### config.mk
export PLATFORM = sky130hd
export DESIGN_NAME = toy_rsa_block_decrypt
export DESIGN_NICKNAME = d
export VERILOG_FILES = /design/src/design/trsa_pkg.sv /design/src/design/trsa_div.sv /design/src/design/toy_rsa_block_decrypt.sv
export SDC_FILE = /design/constraint.sdc
export NUM_CORES = 1
export LEC_CHECK = 0
export BUFFER_PORTS_ARGS = -buffer_cell sky130_fd_sc_hd__buf_2
export CORE_UTILIZATION = 58
export CTS_CLUSTER_SIZE = 14
export DETAILED_ROUTE_END_ITERATION = 10
export PLACE_DENSITY_LB_ADDON = 0.15
export SYNTH_ARGS = -nofsm -noshare
export SYNTH_HDL_FRONTEND = slang
export SYNTH_HIERARCHICAL = 1
export SYNTH_SLANG_ARGS = --single-unit
export TNS_END_PERCENT = 100
### constraint.sdc
create_clock -name clk -period 7.75 [get_ports clk]
set_input_delay 1.55 -clock clk [delete_from_list [all_inputs] [get_ports clk]]
set_output_delay 1.55 -clock clk [all_outputs]
set_load 0.005 [all_outputs]
### src/design/trsa_pkg.sv
// trsa_pkg: shared types, widths and helpers for the toy rsa block decrypter
// used by trsa_div, toy_rsa_block_decrypt and trsa_chk; no dependencies
`timescale 1ns / 1ps
package trsa_pkg;

	localparam int RegW = 14;
	localparam int DvdW = 2 * RegW;
	localparam int TW   = 16;
	localparam int AddrW = 3;
	localparam int DataW = 32;
	localparam int TrialW = 8;
	localparam logic [RegW-1:0] RstExponent = RegW'(1);
	localparam logic [RegW-1:0] RstModulus  = RegW'(6);
	localparam logic [RegW-1:0] PlainMod    = RegW'(10000);
	localparam logic [RegW-1:0] PairBase    = RegW'(100);
	// floor(m / 100) = (m * 5243) >> 19 for every m below 10000
	localparam logic [RegW-1:0] PairRecip   = RegW'(5243);
	localparam int PairShift = 19;
	localparam logic [6:0] LastLetter = 7'd26;
	localparam logic [6:0] SpaceCode  = 7'd27;
	localparam logic [6:0] AsciiSpace = 7'h20;
	localparam logic [6:0] AsciiBase  = 7'h60;
	localparam logic RegExponent = 1'b0;
	localparam logic RegModulus  = 1'b1;

	typedef enum logic [4:0] {
		ST_IDLE, ST_K_INIT, ST_K_SQ, ST_K_CMP, ST_K_FDIV, ST_K_PCHK, ST_K_QDIV,
		ST_K_PHI, ST_K_PHIW, ST_K_EDIV, ST_K_EU, ST_K_EDIV2, ST_K_EMUL, ST_K_EUPD,
		ST_K_FIN, ST_D_RED, ST_D_REDW, ST_D_LOOP, ST_D_AM, ST_D_AD, ST_D_ADW,
		ST_D_BM, ST_D_BD, ST_D_BDW, ST_D_M, ST_D_MW, ST_DONE
	} state_t;

	typedef struct packed {
		logic            start;
		logic [DvdW-1:0] dividend;
		logic [RegW-1:0] divisor;
	} div_req_t;

	typedef struct packed {
		logic            done;
		logic [DvdW-1:0] quot;
		logic [RegW-1:0] rem;
	} div_rsp_t;

	typedef struct packed {
		logic [6:0] ch;
		logic       valid;
	} pair_t;

	// decimal pair code to character
	function automatic pair_t pair_char(input logic [6:0] code);
		pair_t r;
		r.ch = '0;
		r.valid = 1'b0;
		if (code >= 7'd1 && code <= LastLetter) begin
			r.ch = AsciiBase + code;
			r.valid = 1'b1;
		end else if (code == SpaceCode) begin
			r.ch = AsciiSpace;
			r.valid = 1'b1;
		end
		return r;
	endfunction

endpackage

### src/design/trsa_div.sv
// trsa_div: radix-2 restoring divider, one quotient bit per cycle
// depends on trsa_pkg for widths and request/response structs
`timescale 1ns / 1ps
module trsa_div (
	input  logic               clk,
	input  logic               arst_n,
	input  trsa_pkg::div_req_t req,
	output trsa_pkg::div_rsp_t rsp
);
	import trsa_pkg::*;

	localparam int CntW = $clog2(DvdW);

	logic            busy_q;
	logic            done_q;
	logic [CntW-1:0] cnt_q;
	logic [DvdW-1:0] dvd_q;
	logic [RegW-1:0] rem_q;
	logic [RegW-1:0] dvs_q;
	logic [RegW:0]   shifted;
	logic [RegW+1:0] diff;
	logic            ge;

	// trial subtract of the divisor from the partial remainder
	always_comb begin
		shifted = {rem_q, dvd_q[DvdW-1]};
		diff = {1'b0, shifted} - {2'b0, dvs_q};
		ge = !diff[RegW+1];
	end

	// control
	always_ff @(posedge clk or negedge arst_n) begin
		if (!arst_n) begin
			busy_q <= 1'b0;
			done_q <= 1'b0;
			cnt_q <= '0;
		end else begin
			done_q <= 1'b0;
			if (req.start) begin
				busy_q <= 1'b1;
				cnt_q <= '0;
			end else if (busy_q) begin
				cnt_q <= cnt_q + 1'b1;
				if (cnt_q == CntW'(DvdW - 1)) begin
					busy_q <= 1'b0;
					done_q <= 1'b1;
				end
			end
		end
	end

	// datapath
	always_ff @(posedge clk) begin
		if (req.start) begin
			dvd_q <= req.dividend;
			dvs_q <= req.divisor;
			rem_q <= '0;
		end else if (busy_q) begin
			rem_q <= ge ? diff[RegW-1:0] : shifted[RegW-1:0];
			dvd_q <= {dvd_q[DvdW-2:0], ge};
		end
	end

	assign rsp.done = done_q;
	assign rsp.quot = dvd_q;
	assign rsp.rem = rem_q;

endmodule

### src/design/toy_rsa_block_decrypt.sv
// toy_rsa_block_decrypt: rsa key derivation and block decryption on one
// shared multiplier and one shared divider (trsa_div), depends on trsa_pkg
`timescale 1ns / 1ps
// a divide runs as start, one step per dividend bit, result; a multiply is registered
// per word: reduce the block mod n, then a squaring per zero and a multiply and a squaring per one exponent bit
// first word after reset or a register write also derives the key: up to 126
// trial divisions, then euclid steps
// one word at a time; a finished word waits in the output register
// async reset: registers to exponent 1, modulus 6, key not yet derived
module toy_rsa_block_decrypt (
	input  logic                       clk,
	input  logic                       arst_n,
	input  logic                       psel,
	input  logic                       penable,
	input  logic                       pwrite,
	input  logic [trsa_pkg::AddrW-1:0] paddr,
	input  logic [trsa_pkg::DataW-1:0] pwdata,
	output logic [trsa_pkg::DataW-1:0] prdata,
	output logic                       pready,
	input  logic                       in_valid,
	output logic                       in_ready,
	input  logic [trsa_pkg::RegW-1:0]  cipher_block,
	output logic                       out_valid,
	input  logic                       out_ready,
	output logic [6:0]                 first_char,
	output logic                       first_valid,
	output logic [6:0]                 second_char,
	output logic                       second_valid,
	output logic                       key_error
);
	import trsa_pkg::*;

	state_t state_q, state_d;
	div_req_t dreq;
	div_rsp_t drsp;

	logic [RegW-1:0] e_q, n_q;
	logic key_ok_q, key_err_q;
	logic [RegW-1:0] dexp_q, q_q, phi_q, r0_q, r1_q, k_q, rn_q;
	logic [TrialW-1:0] dtr_q, p_q;
	logic signed [TW-1:0] t0_q, t1_q, tn, tfix;
	logic [RegW-1:0] c_q, base_q, acc_q, esh_q, m_red;
	logic signed [TW-1:0] mul_a, mul_b;
	logic signed [2*TW-1:0] prod_q;
	logic [6:0] pq;
	logic [RegW-1:0] pr;
	pair_t pa1, pa2;
	logic [6:0] pc1_q, pc2_q;
	logic pv1_q, pv2_q, perr_q;
	logic out_valid_q;
	logic cfg_wr;

	trsa_div u_div (.clk(clk), .arst_n(arst_n), .req(dreq), .rsp(drsp));

	// configuration port
	assign pready = 1'b1;
	assign cfg_wr = psel && penable && pwrite;
	always_comb begin
		prdata = '0;
		unique case (paddr[2])
			RegExponent: prdata = DataW'(e_q);
			RegModulus:  prdata = DataW'(n_q);
			default:     prdata = '0;
		endcase
	end

	always_ff @(posedge clk or negedge arst_n) begin
		if (!arst_n) begin
			e_q <= RstExponent;
			n_q <= RstModulus;
		end else if (cfg_wr) begin
			if (paddr[2] == RegModulus) n_q <= pwdata[RegW-1:0];
			else e_q <= pwdata[RegW-1:0];
		end
	end

	// shared multiplier, registered
	always_comb begin
		mul_a = '0;
		mul_b = '0;
		case (state_q)
			ST_K_SQ: begin
				mul_a = TW'(dtr_q);
				mul_b = TW'(dtr_q);
			end
			ST_K_PHI: begin
				mul_a = TW'(p_q - 1'b1);
				mul_b = TW'(q_q - 1'b1);
			end
			ST_K_EMUL: begin
				mul_a = TW'(k_q);
				mul_b = t1_q;
			end
			ST_D_AM: begin
				mul_a = TW'(acc_q);
				mul_b = TW'(base_q);
			end
			ST_D_BM: begin
				mul_a = TW'(base_q);
				mul_b = TW'(base_q);
			end
			ST_D_M: begin
				mul_a = TW'(m_red);
				mul_b = TW'(PairRecip);
			end
			default: ;
		endcase
	end

	always_ff @(posedge clk) prod_q <= mul_a * mul_b;

	assign tn = t0_q - prod_q[TW-1:0];
	assign tfix = t0_q[TW-1] ? t0_q + TW'(phi_q) : t0_q;
	assign m_red = (acc_q >= PlainMod) ? acc_q - PlainMod : acc_q;
	// split into decimal pairs by reciprocal multiply
	assign pq = prod_q[PairShift+6:PairShift];
	assign pr = m_red - RegW'(pq) * PairBase;
	assign pa1 = pair_char(pq);
	assign pa2 = pair_char(pr[6:0]);

	// divider requests
	always_comb begin
		dreq = '0;
		case (state_q)
			ST_K_CMP: begin
				dreq.dividend = DvdW'(n_q);
				dreq.divisor = RegW'(dtr_q);
			end
			ST_K_PCHK: begin
				dreq.dividend = DvdW'(n_q);
				dreq.divisor = RegW'(p_q);
			end
			ST_K_PHIW: begin
				dreq.dividend = DvdW'(e_q);
				dreq.divisor = prod_q[RegW-1:0];
			end
			ST_K_EU: begin
				dreq.dividend = DvdW'(r0_q);
				dreq.divisor = r1_q;
			end
			ST_D_RED: begin
				dreq.dividend = DvdW'(c_q);
				dreq.divisor = n_q;
			end
			ST_D_AD, ST_D_BD: begin
				dreq.dividend = prod_q[DvdW-1:0];
				dreq.divisor = n_q;
			end
			default: ;
		endcase
		dreq.start = (state_q == ST_K_CMP && prod_q[TW-1:0] <= TW'(n_q))
			|| (state_q == ST_K_PCHK && p_q != '0)
			|| state_q == ST_K_PHIW
			|| (state_q == ST_K_EU && r1_q != '0)
			|| state_q == ST_D_RED || state_q == ST_D_AD
			|| state_q == ST_D_BD;
	end

	// sequencer state register
	always_ff @(posedge clk or negedge arst_n) begin
		if (!arst_n) state_q <= ST_IDLE;
		else state_q <= state_d;
	end

	// next state
	always_comb begin
		state_d = state_q;
		in_ready = 1'b0;
		unique case (state_q)
			ST_IDLE: begin
				in_ready = 1'b1;
				if (in_valid) begin
					if (!key_ok_q) state_d = ST_K_INIT;
					else if (key_err_q) state_d = ST_DONE;
					else state_d = ST_D_RED;
				end
			end
			ST_K_INIT: state_d = ST_K_SQ;
			ST_K_SQ: state_d = ST_K_CMP;
			ST_K_CMP: state_d = dreq.start ? ST_K_FDIV : ST_K_PCHK;
			ST_K_FDIV: if (drsp.done) state_d = ST_K_SQ;
			ST_K_PCHK: state_d = dreq.start ? ST_K_QDIV : ST_DONE;
			ST_K_QDIV: if (drsp.done) state_d = ST_K_PHI;
			ST_K_PHI: state_d = ST_K_PHIW;
			ST_K_PHIW: state_d = ST_K_EDIV;
			ST_K_EDIV: if (drsp.done) state_d = ST_K_EU;
			ST_K_EU: state_d = dreq.start ? ST_K_EDIV2 : ST_K_FIN;
			ST_K_EDIV2: if (drsp.done) state_d = ST_K_EMUL;
			ST_K_EMUL: state_d = ST_K_EUPD;
			ST_K_EUPD: state_d = ST_K_EU;
			ST_K_FIN: state_d = (r0_q != RegW'(1)) ? ST_DONE : ST_D_RED;
			ST_D_RED: state_d = ST_D_REDW;
			ST_D_REDW: if (drsp.done) state_d = ST_D_LOOP;
			ST_D_LOOP: begin
				if (esh_q == '0) state_d = ST_D_M;
				else if (esh_q[0]) state_d = ST_D_AM;
				else state_d = ST_D_BM;
			end
			ST_D_AM: state_d = ST_D_AD;
			ST_D_AD: state_d = ST_D_ADW;
			ST_D_ADW: if (drsp.done) state_d = ST_D_BM;
			ST_D_BM: state_d = ST_D_BD;
			ST_D_BD: state_d = ST_D_BDW;
			ST_D_BDW: if (drsp.done) state_d = ST_D_LOOP;
			ST_D_M: state_d = ST_D_MW;
			ST_D_MW: state_d = ST_DONE;
			ST_DONE: if (!out_valid_q || out_ready) state_d = ST_IDLE;
			default: state_d = ST_IDLE;
		endcase
	end

	// key cache flags
	always_ff @(posedge clk or negedge arst_n) begin
		if (!arst_n) begin
			key_ok_q <= 1'b0;
			key_err_q <= 1'b0;
		end else if (cfg_wr) begin
			key_ok_q <= 1'b0;
		end else if (state_q == ST_K_PCHK && p_q == '0) begin
			key_ok_q <= 1'b1;
			key_err_q <= 1'b1;
		end else if (state_q == ST_K_FIN) begin
			key_ok_q <= 1'b1;
			key_err_q <= (r0_q != RegW'(1));
		end
	end

	// datapath registers
	always_ff @(posedge clk) begin
		case (state_q)
			ST_IDLE: begin
				c_q <= cipher_block;
				perr_q <= key_err_q;
				pc1_q <= '0;
				pv1_q <= 1'b0;
				pc2_q <= '0;
				pv2_q <= 1'b0;
			end
			ST_K_INIT: begin
				dtr_q <= TrialW'(2);
				p_q <= '0;
			end
			ST_K_FDIV: if (drsp.done) begin
				if (drsp.rem == '0) p_q <= dtr_q;
				dtr_q <= dtr_q + 1'b1;
			end
			ST_K_PCHK: if (p_q == '0) perr_q <= 1'b1;
			ST_K_QDIV: if (drsp.done) q_q <= drsp.quot[RegW-1:0];
			ST_K_PHIW: phi_q <= prod_q[RegW-1:0];
			ST_K_EDIV: if (drsp.done) begin
				r0_q <= phi_q;
				r1_q <= drsp.rem;
				t0_q <= '0;
				t1_q <= TW'(1);
			end
			ST_K_EDIV2: if (drsp.done) begin
				k_q <= drsp.quot[RegW-1:0];
				rn_q <= drsp.rem;
			end
			ST_K_EUPD: begin
				r0_q <= r1_q;
				r1_q <= rn_q;
				t0_q <= t1_q;
				t1_q <= tn;
			end
			ST_K_FIN: begin
				dexp_q <= tfix[RegW-1:0];
				perr_q <= (r0_q != RegW'(1));
			end
			ST_D_REDW: if (drsp.done) begin
				base_q <= drsp.rem;
				acc_q <= RegW'(1);
				esh_q <= dexp_q;
			end
			ST_D_ADW: if (drsp.done) acc_q <= drsp.rem;
			ST_D_BDW: if (drsp.done) begin
				base_q <= drsp.rem;
				esh_q <= esh_q >> 1;
			end
			ST_D_MW: begin
				pc1_q <= pa1.ch;
				pv1_q <= pa1.valid;
				pc2_q <= pa2.ch;
				pv2_q <= pa2.valid;
			end
			default: ;
		endcase
	end

	// output word register
	always_ff @(posedge clk or negedge arst_n) begin
		if (!arst_n) begin
			out_valid_q <= 1'b0;
		end else if (state_q == ST_DONE && (!out_valid_q || out_ready)) begin
			out_valid_q <= 1'b1;
		end else if (out_ready) begin
			out_valid_q <= 1'b0;
		end
	end

	always_ff @(posedge clk) begin
		if (state_q == ST_DONE && (!out_valid_q || out_ready)) begin
			first_char <= pc1_q;
			first_valid <= pv1_q;
			second_char <= pc2_q;
			second_valid <= pv2_q;
			key_error <= perr_q;
		end
	end

	assign out_valid = out_valid_q;

endmodule

==> results of run 1 <==
[kinds of logic (layout without fill, tap and decap cells)]
group / after synthesis / in the layout / synth area share
simple gates: 859 / 859 / 0.147
fa+ha+maj: 377 / 377 / 0.235
buf+inv: 488 / 715 / 0.0745
compound gates: 385 / 385 / 0.101
flops: 363 / 363 / 0.374
other cells: 2 / 19 / 0.000274
mux: 97 / 97 / 0.0397
xor+xnor: 91 / 91 / 0.0291
[cell usage after synthesis (55+ instances only)]
cell,number,area share
o21ai_0,55,0.010
edfxtp_1,278,0.30
a22oi_1,58,0.016
xnor2_1,58,0.019
fa_1,229,0.17
ha_1,148,0.067
nor2_1,250,0.034
nand2_1,290,0.040
inv_1,374,0.051
a21oi_1,68,0.012
clkbuf_1,59,0.0081
mux2_2,91,0.037
[worst register-to-register path, cell delays in order, from the launching register on]
cell and delay, ns:
edfxtp_1 0.41, or3_4 0.44, o311ai_4 0.28, a211o_2 0.20
nand2_4 0.06, or4_4 0.52, xor2_4 0.18, buf_6 0.12
o211ai_4 0.24, buf_6 0.14, nand2_1 0.06, fa_1 0.50
inv_1 0.05, fa_1 0.46, fa_1 0.57, fa_1 0.46
fa_1 0.52, inv_1 0.06, fa_1 0.54, inv_1 0.04
ha_1 0.30, a21o_1 0.20, or3_4 0.43, o211ai_1 0.29
a31oi_1 0.17, buf_4 0.17, a311o_1 0.31
[layout by cell type (no fill, tap or decap), types with 51 or more instances in the layout]
| cell type | instances |
|---|---|
| buf_2 | 68 |
| nor2_1 | 243 |
| ha_1 | 140 |
| mux2_2 | 91 |
| edfxtp_1 | 278 |
| inv_1 | 359 |
| buf_4 | 194 |
| and2_1 | 51 |
| xnor2_1 | 56 |
| a22oi_1 | 58 |
| nand2_1 | 288 |
| o21ai_0 | 51 |
| fa_1 | 223 |
| a21oi_1 | 64 |
[cell type report]
cell class	count	area (sq um)	share of cell area
Tap cell	607	759	0.0244
Clock inverter	13	143	0.00459
Inverter	375	1410	0.0453
Clock buffer	55	1040	0.0336
Sequential cell	363	10300	0.330
Multi-Input combinational cell	1828	15500	0.498
Timing Repair Buffer	272	1970	0.0634
[sequential cells by signal, summed over array words and instances (netlist names), 14 cells and up]
signal	count
dexp_q	14
r1_q	14
phi_q	14
e_q	14
u_div/dvd_q	28
q_q	14
r0_q	14
base_q	14
acc_q	14
n_q	14
rn_q	14
u_div/rem_q	14
prod_q	28
t1_q	16
u_div/dvs_q	14
c_q	14
k_q	14
esh_q	14
t0_q	16
[power groups by stage]
stage	clock (W)	combinational (W)	sequential [W]
2_1_floorplan	0	0.00244	0.00279
3_3_place_gp	0	0.00346	0.00299
3_5_place_dp	0	0.00354	0.00300
4_1_cts	0.00179	0.00358	0.00296
5_1_grt	0.00186	0.00401	0.00301
6_report	0.00177	0.00368	0.00298
[timing repair]
item                                    CTS  global route
buffers inserted                          4             5
resized for setup                        17            56
pin swaps                                13            56
gates cloned                              0             0
endpoints found under the setup margin    4            10
[final timing paths]
path / from / endpoint / depth (start not counted)
setup reg to reg: acc_q[1]$_SDFFCE_PP0P_ / prod_q[26]$_DFF_P_ / 26
min in group asynchronous: arst_n / u_div/done_q$_DFF_PN0_ / 2
hold / removal: pc1_q[5]$_SDFFCE_PN0P_ / first_char[5]$_DFFE_PP_ / 0
max in group asynchronous: arst_n / state_q[2]$_DFFE_PN0P_ / 2
hold reg to reg: pc1_q[5]$_SDFFCE_PN0P_ / first_char[5]$_DFFE_PP_ / 0
setup / recovery: acc_q[1]$_SDFFCE_PP0P_ / prod_q[26]$_DFF_P_ / 26
[routing by layer]
layer | wire (um) | GRT usage | vias up
li1 | - | - | 9447
met1 | 33600 | 0.497 | 10500
met2 | 35400 | 0.511 | 1051
met3 | 8250 | 0.0646 | 168
met4 | 2830 | 0.112 | 0
met5 | 0 | 0 | -
[stage by stage]
stage | cells | setup slack [ns] | cell area (sq um)
CTS | 3508 | 0.00188 | 30900
detailed placement | 3436 | -0.167 | 29500
global route | 3513 | -0.310 | 31100
floorplan | 2679 | 0.505 | 27500
global placement | 3436 | -0.170 | 29500
finish | 3513 | -0.0813 | 31100
==> reports/qor.yml, run 1 <==
maxCapViolCount: 0
area_growth_pct: 13.3
rows: 79
synth_cell_types: 99
antenna_found_initial: 2
post-route-min-period_ns: 7.83
ios: 108
irDropWorstVdd_uv: 345
power_w: 0.00843
wl_per_cell_um: 22.8
endpoint_kind: "flip-flop"
dp_hpwl_mm: 63.8
globalplace.congestion: 0.978
cp_slowest_cell: "fa_1"
worst-setup-path-type: "flip-flop to flip-flop"
dieHeight_um: 219
htreeDepth: 2
root_buffer: "clkbuf_16"
cts_buffers: 37
hold_buffers: 0
avgSynthCellArea_sq_um: 10.3
clock_sinks: 363
fin_skew_ns: 0.0238
port_buffers: 68
syn_inst: 2662
async_flop_share: 0.118
ys.warnings.count: 6
core-area_sq_um: 46600
cts_buffer_depth: 3
crit_arrival_ns: 8.25
ys_ff_latch: 363
drc: 0
clkLatencyLatePin_ns: 0.55
combPwrFrac: 0.436
seqPwrFrac: 0.353
drtIter0Drc: 2294
hold_viol: 0
wl_mm: 80.1
relSlewSlack: 0.128
worst_path_largest_cell_delay_ns: 0.56
cp_max_fo: 4
fillers: 3639
grt_use_total: 0.340
p_int_w: 0.00507
cts_tree: "built"
violations: "setup timing"
layout.nets: 3310
syn-cell-area_sq_um: 27400
grt_overflow_total: 0
hold_path_class: "flip-flop to flip-flop"
rsz0062_at_grt: "yes"
required_ns: 8.17
grt_max_degree: 61
fin_setup_tns_ns: -0.0813
p_sw_frac: 0.399
grt_pass1_vias: 20800
initial_core_util: 0.589
crit_top_cell: "fa_1"
fin_crit_sh: 1.01
power.density_nw_per_um2: 271
path_buf_inv: 6
die_x_um: 219
setup_viol: 1
r2r_setup_slack_ns: -0.08
p_clk_frac: 0.210
startpoint_type: "flip-flop"
whs_ns: 0.420
antenna_left: 0
vias: 21100
synth_edf_count: 278
p_sw_w: 0.00336
synth_flop_cell: "edfxtp_1"
dieArea_sq_um: 48200
slew_viol_final: 0
drt-pass1-iter-count: 8
fmax_mhz: 128
vias_per_cell: 6.01
path_delay_family: "adder cells"
clk_pin_slew_ns: 0.06
post-route-util: 0.668
grt_pass1_wl_mm: 122
synth_seq_area_share: 0.374
tightest_slew_ns: 1.30
n_antenna_cell: 0
leakagePower_nw: 13.3
drive_gt1_frac: 0.181
outcome: "finished with violations"
setup_ws_ns: -0.0813
Power figures use the tool's default switching activity.
==> run 2, diff against run 1 <==
Settings changed: REMOVE_ABC_BUFFERS set to 1.
==> run 2 against run 1 <==
Against the previous run:
- sequential power about the same
- critical path type unchanged
- count of clock-buffer cells in the layout down 5
- the run now ends clean
- critical endpoint unchanged
- register-to-register slack better by 0.21 ns
- die area unchanged
- non-clock buffer count up 19
- sequential share of layout area down 0.10 points
==> reports/qor.yml, run 2 (synthesis results as in run 1) <==
rsz0062_at_grt: "yes"
startpoint_type: "flip-flop"
drt-pass1-iter-count: 7  # -1
reg.largest.list: "prod_q x28, u_div/dvd_q x28"
outcome: "completed"
grt_max_degree: 61  # unchanged
ios: 108  # unchanged
leakagePower_nw: 13.4  # +0.73%
grt_overflow_total: 0  # unchanged
port_buffers: 68  # unchanged
final_cell_mix: "inv_1 (370), nand2_1 (286), edfxtp_1 (278)"
fmax_mhz: 131  # +2.7%
fin_skew_ns: 0.0293  # +0.00548 ns
grt_pass1_vias: 20600  # -0.70%
cp_max_fo: 4  # unchanged
drive_gt1_frac: 0.185  # +0.00395
worst-setup-path-type: "flip-flop to flip-flop"
r2r_setup_slack_ns: 0.12  # +0.21 ns
min_from: "pc2_q[0]$_SDFFCE_PN0P_"
grt_pass1_wl_mm: 123  # +0.59%
root_buffer: "clkbuf_16"
grt_use_total: 0.343  # +0.00285
htreeDepth: 2  # unchanged
hold_buffers: 0  # unchanged
power_w: 0.00849  # +0.76%
n_antenna_cell: 0  # unchanged
final-instance-count-excl-fill: 3532  # +0.54%
clock_sinks: 363  # unchanged
antenna_found_initial: 1  # -1
clkLatencyLatePin_ns: 0.56  # about the same
die_x_um: 219  # unchanged
globalplace.congestion: 1.00  # +2.6%
clk_pin_slew_ns: 0.07  # about the same
endpoint_kind: "flip-flop"
startpoint: "acc_q[2]$_SDFFCE_PP0P_"
rows: 79  # unchanged
dp_hpwl_mm: 64.5  # +1.1%
worst_path_largest_cell_delay_ns: 0.53  # -0.03 ns
wl_mm: 80.9  # +1.0%
setup_viol: 0  # -1
whs_ns: 0.417  # -0.00345 ns
fin_crit_sh: 0.984  # -0.0266
fillers: 3668  # +0.80%
antenna_left: 0  # unchanged
required_ns: 8.17  # about the same
maxCapViolCount: 0  # unchanged
core-area_sq_um: 46600  # unchanged
dpl.cell_count: 3441  # +0.15%
layout.nets: 3329  # +0.57%
irDropWorstVdd_uv: 377  # +9.2%
cts_tree: "built"
tightest_slew_ns: 1.23  # -0.0642 ns
crit_top_cell: "fa_1"
hold_path_class: "flip-flop to flip-flop"
hold_viol: 0  # unchanged
drc: 0  # unchanged
relSlewSlack: 0.174  # +0.0465
wl_per_cell_um: 22.9  # +0.48%
drtIter0Drc: 2237  # -2.5%
slew_viol_final: 0  # unchanged
crit_arrival_ns: 8.05  # -0.20 ns
initial_core_util: 0.589  # unchanged
vias: 21100  # +0.062%
final_common_cell: "inv_1"
cts_buffers: 37  # unchanged
area_growth_pct: 13.7
post-route-min-period_ns: 7.63  # -0.206 ns
cp_slowest_cell: "fa_1"
post-route-util: 0.670  # +0.00220
cts_buffer_depth: 3  # unchanged
vias_per_cell: 5.99  # -0.48%
dieHeight_um: 219  # unchanged
power.density_nw_per_um2: 272  # +0.43%
dieArea_sq_um: 48200  # unchanged
rr_startpoint: "acc_q[2]$_SDFFCE_PP0P_"
==> run 2: changes by cell type in the layout (fill, tap and decap cells not counted), moves of 3 or more <==
cell,change
clkinvlp_4,+5
buf_12,-4
o21ai_2,+3
buf_4,+23
inv_2,-11
inv_1,+11
clkbuf_1,-5
nor2_1,+3
==> run 2: per-layer routing <==
| layer | GRT usage | vias to the layer above | part of all wire |
|---|---|---|---|
| met4 | 0.107 | 0 | 0.030 |
| met1 | 0.511 | 10500 | 0.43 |
| met2 | 0.507 | 1030 | 0.44 |
| met3 | 0.0645 | 149 | 0.098 |
| met5 | 0 | - | 0 |
| li1 | - | 9477 | - |
==> run 2: final cells by class <==
| cell class | count | area, sq um | share of cell area |
|---|---|---|---|
| well taps | 607 | 759 | 0.0243 |
| repair buffers | 291 | 2060 | 0.0661 |
| multi-input cells | 1828 | 15500 | 0.496 |
| inverters | 375 | 1410 | 0.0451 |
| flip-flops and latches | 363 | 10300 | 0.329 |
| clock inverters | 18 | 178 | 0.00570 |
| clock buffers | 50 | 1050 | 0.0336 |
==> run 2: where the power goes <==
group	switching, W	internal [W]
registers	0.000411	0.00258
logic	0.00221	0.00150
clock network	0.000774	0.00103
total	0.00339	0.00510
==> run 2: critical path: cells and delay by family (launching register included) <==
kind,cells,cell delay (ns)
AND/OR/NAND/NOR,5,1.42
AO/OA/AOI/OAI,8,1.62
flip-flops,1,0.41
adder cells (fa/ha/maj),7,3.22
buffers and inverters,8,0.68
XOR/XNOR,1,0.17
==> run 2: repair_timing <==
item	in CTS	in global routing
gates resized for setup	12	54
pin swaps	8	34
buffers inserted	7	15
endpoints found under the setup margin	2	10
endpoints found under the hold margin	0	0
==> run 2: through the flow <==
| step | cell area [sq um] | TNS [ns] | setup slack, ns |
|---|---|---|---|
| detailed placement | 29500 | -0.237 | -0.237 |
| CTS | 30800 | 0 | 0.00161 |
| floorplan | 26900 | -0.0694 | -0.0694 |
| global placement | 29500 | -0.100 | -0.100 |
| global route | 31200 | -0.199 | -0.0969 |
| finish | 31200 | 0 | 0.125 |
==> run 2: final timing paths <==
check | to | depth (start not counted)
max | prod_q[26]$_DFF_P_ | 29
min | second_char[0]$_DFFE_PP_ | 0
max reg2reg | prod_q[26]$_DFF_P_ | 29
min reg2reg | second_char[0]$_DFFE_PP_ | 0
max in group asynchronous | state_q[1]$_DFFE_PN0P_ | 2
min in group asynchronous | u_div/cnt_q[4]$_DFFE_PN0P_ | 2
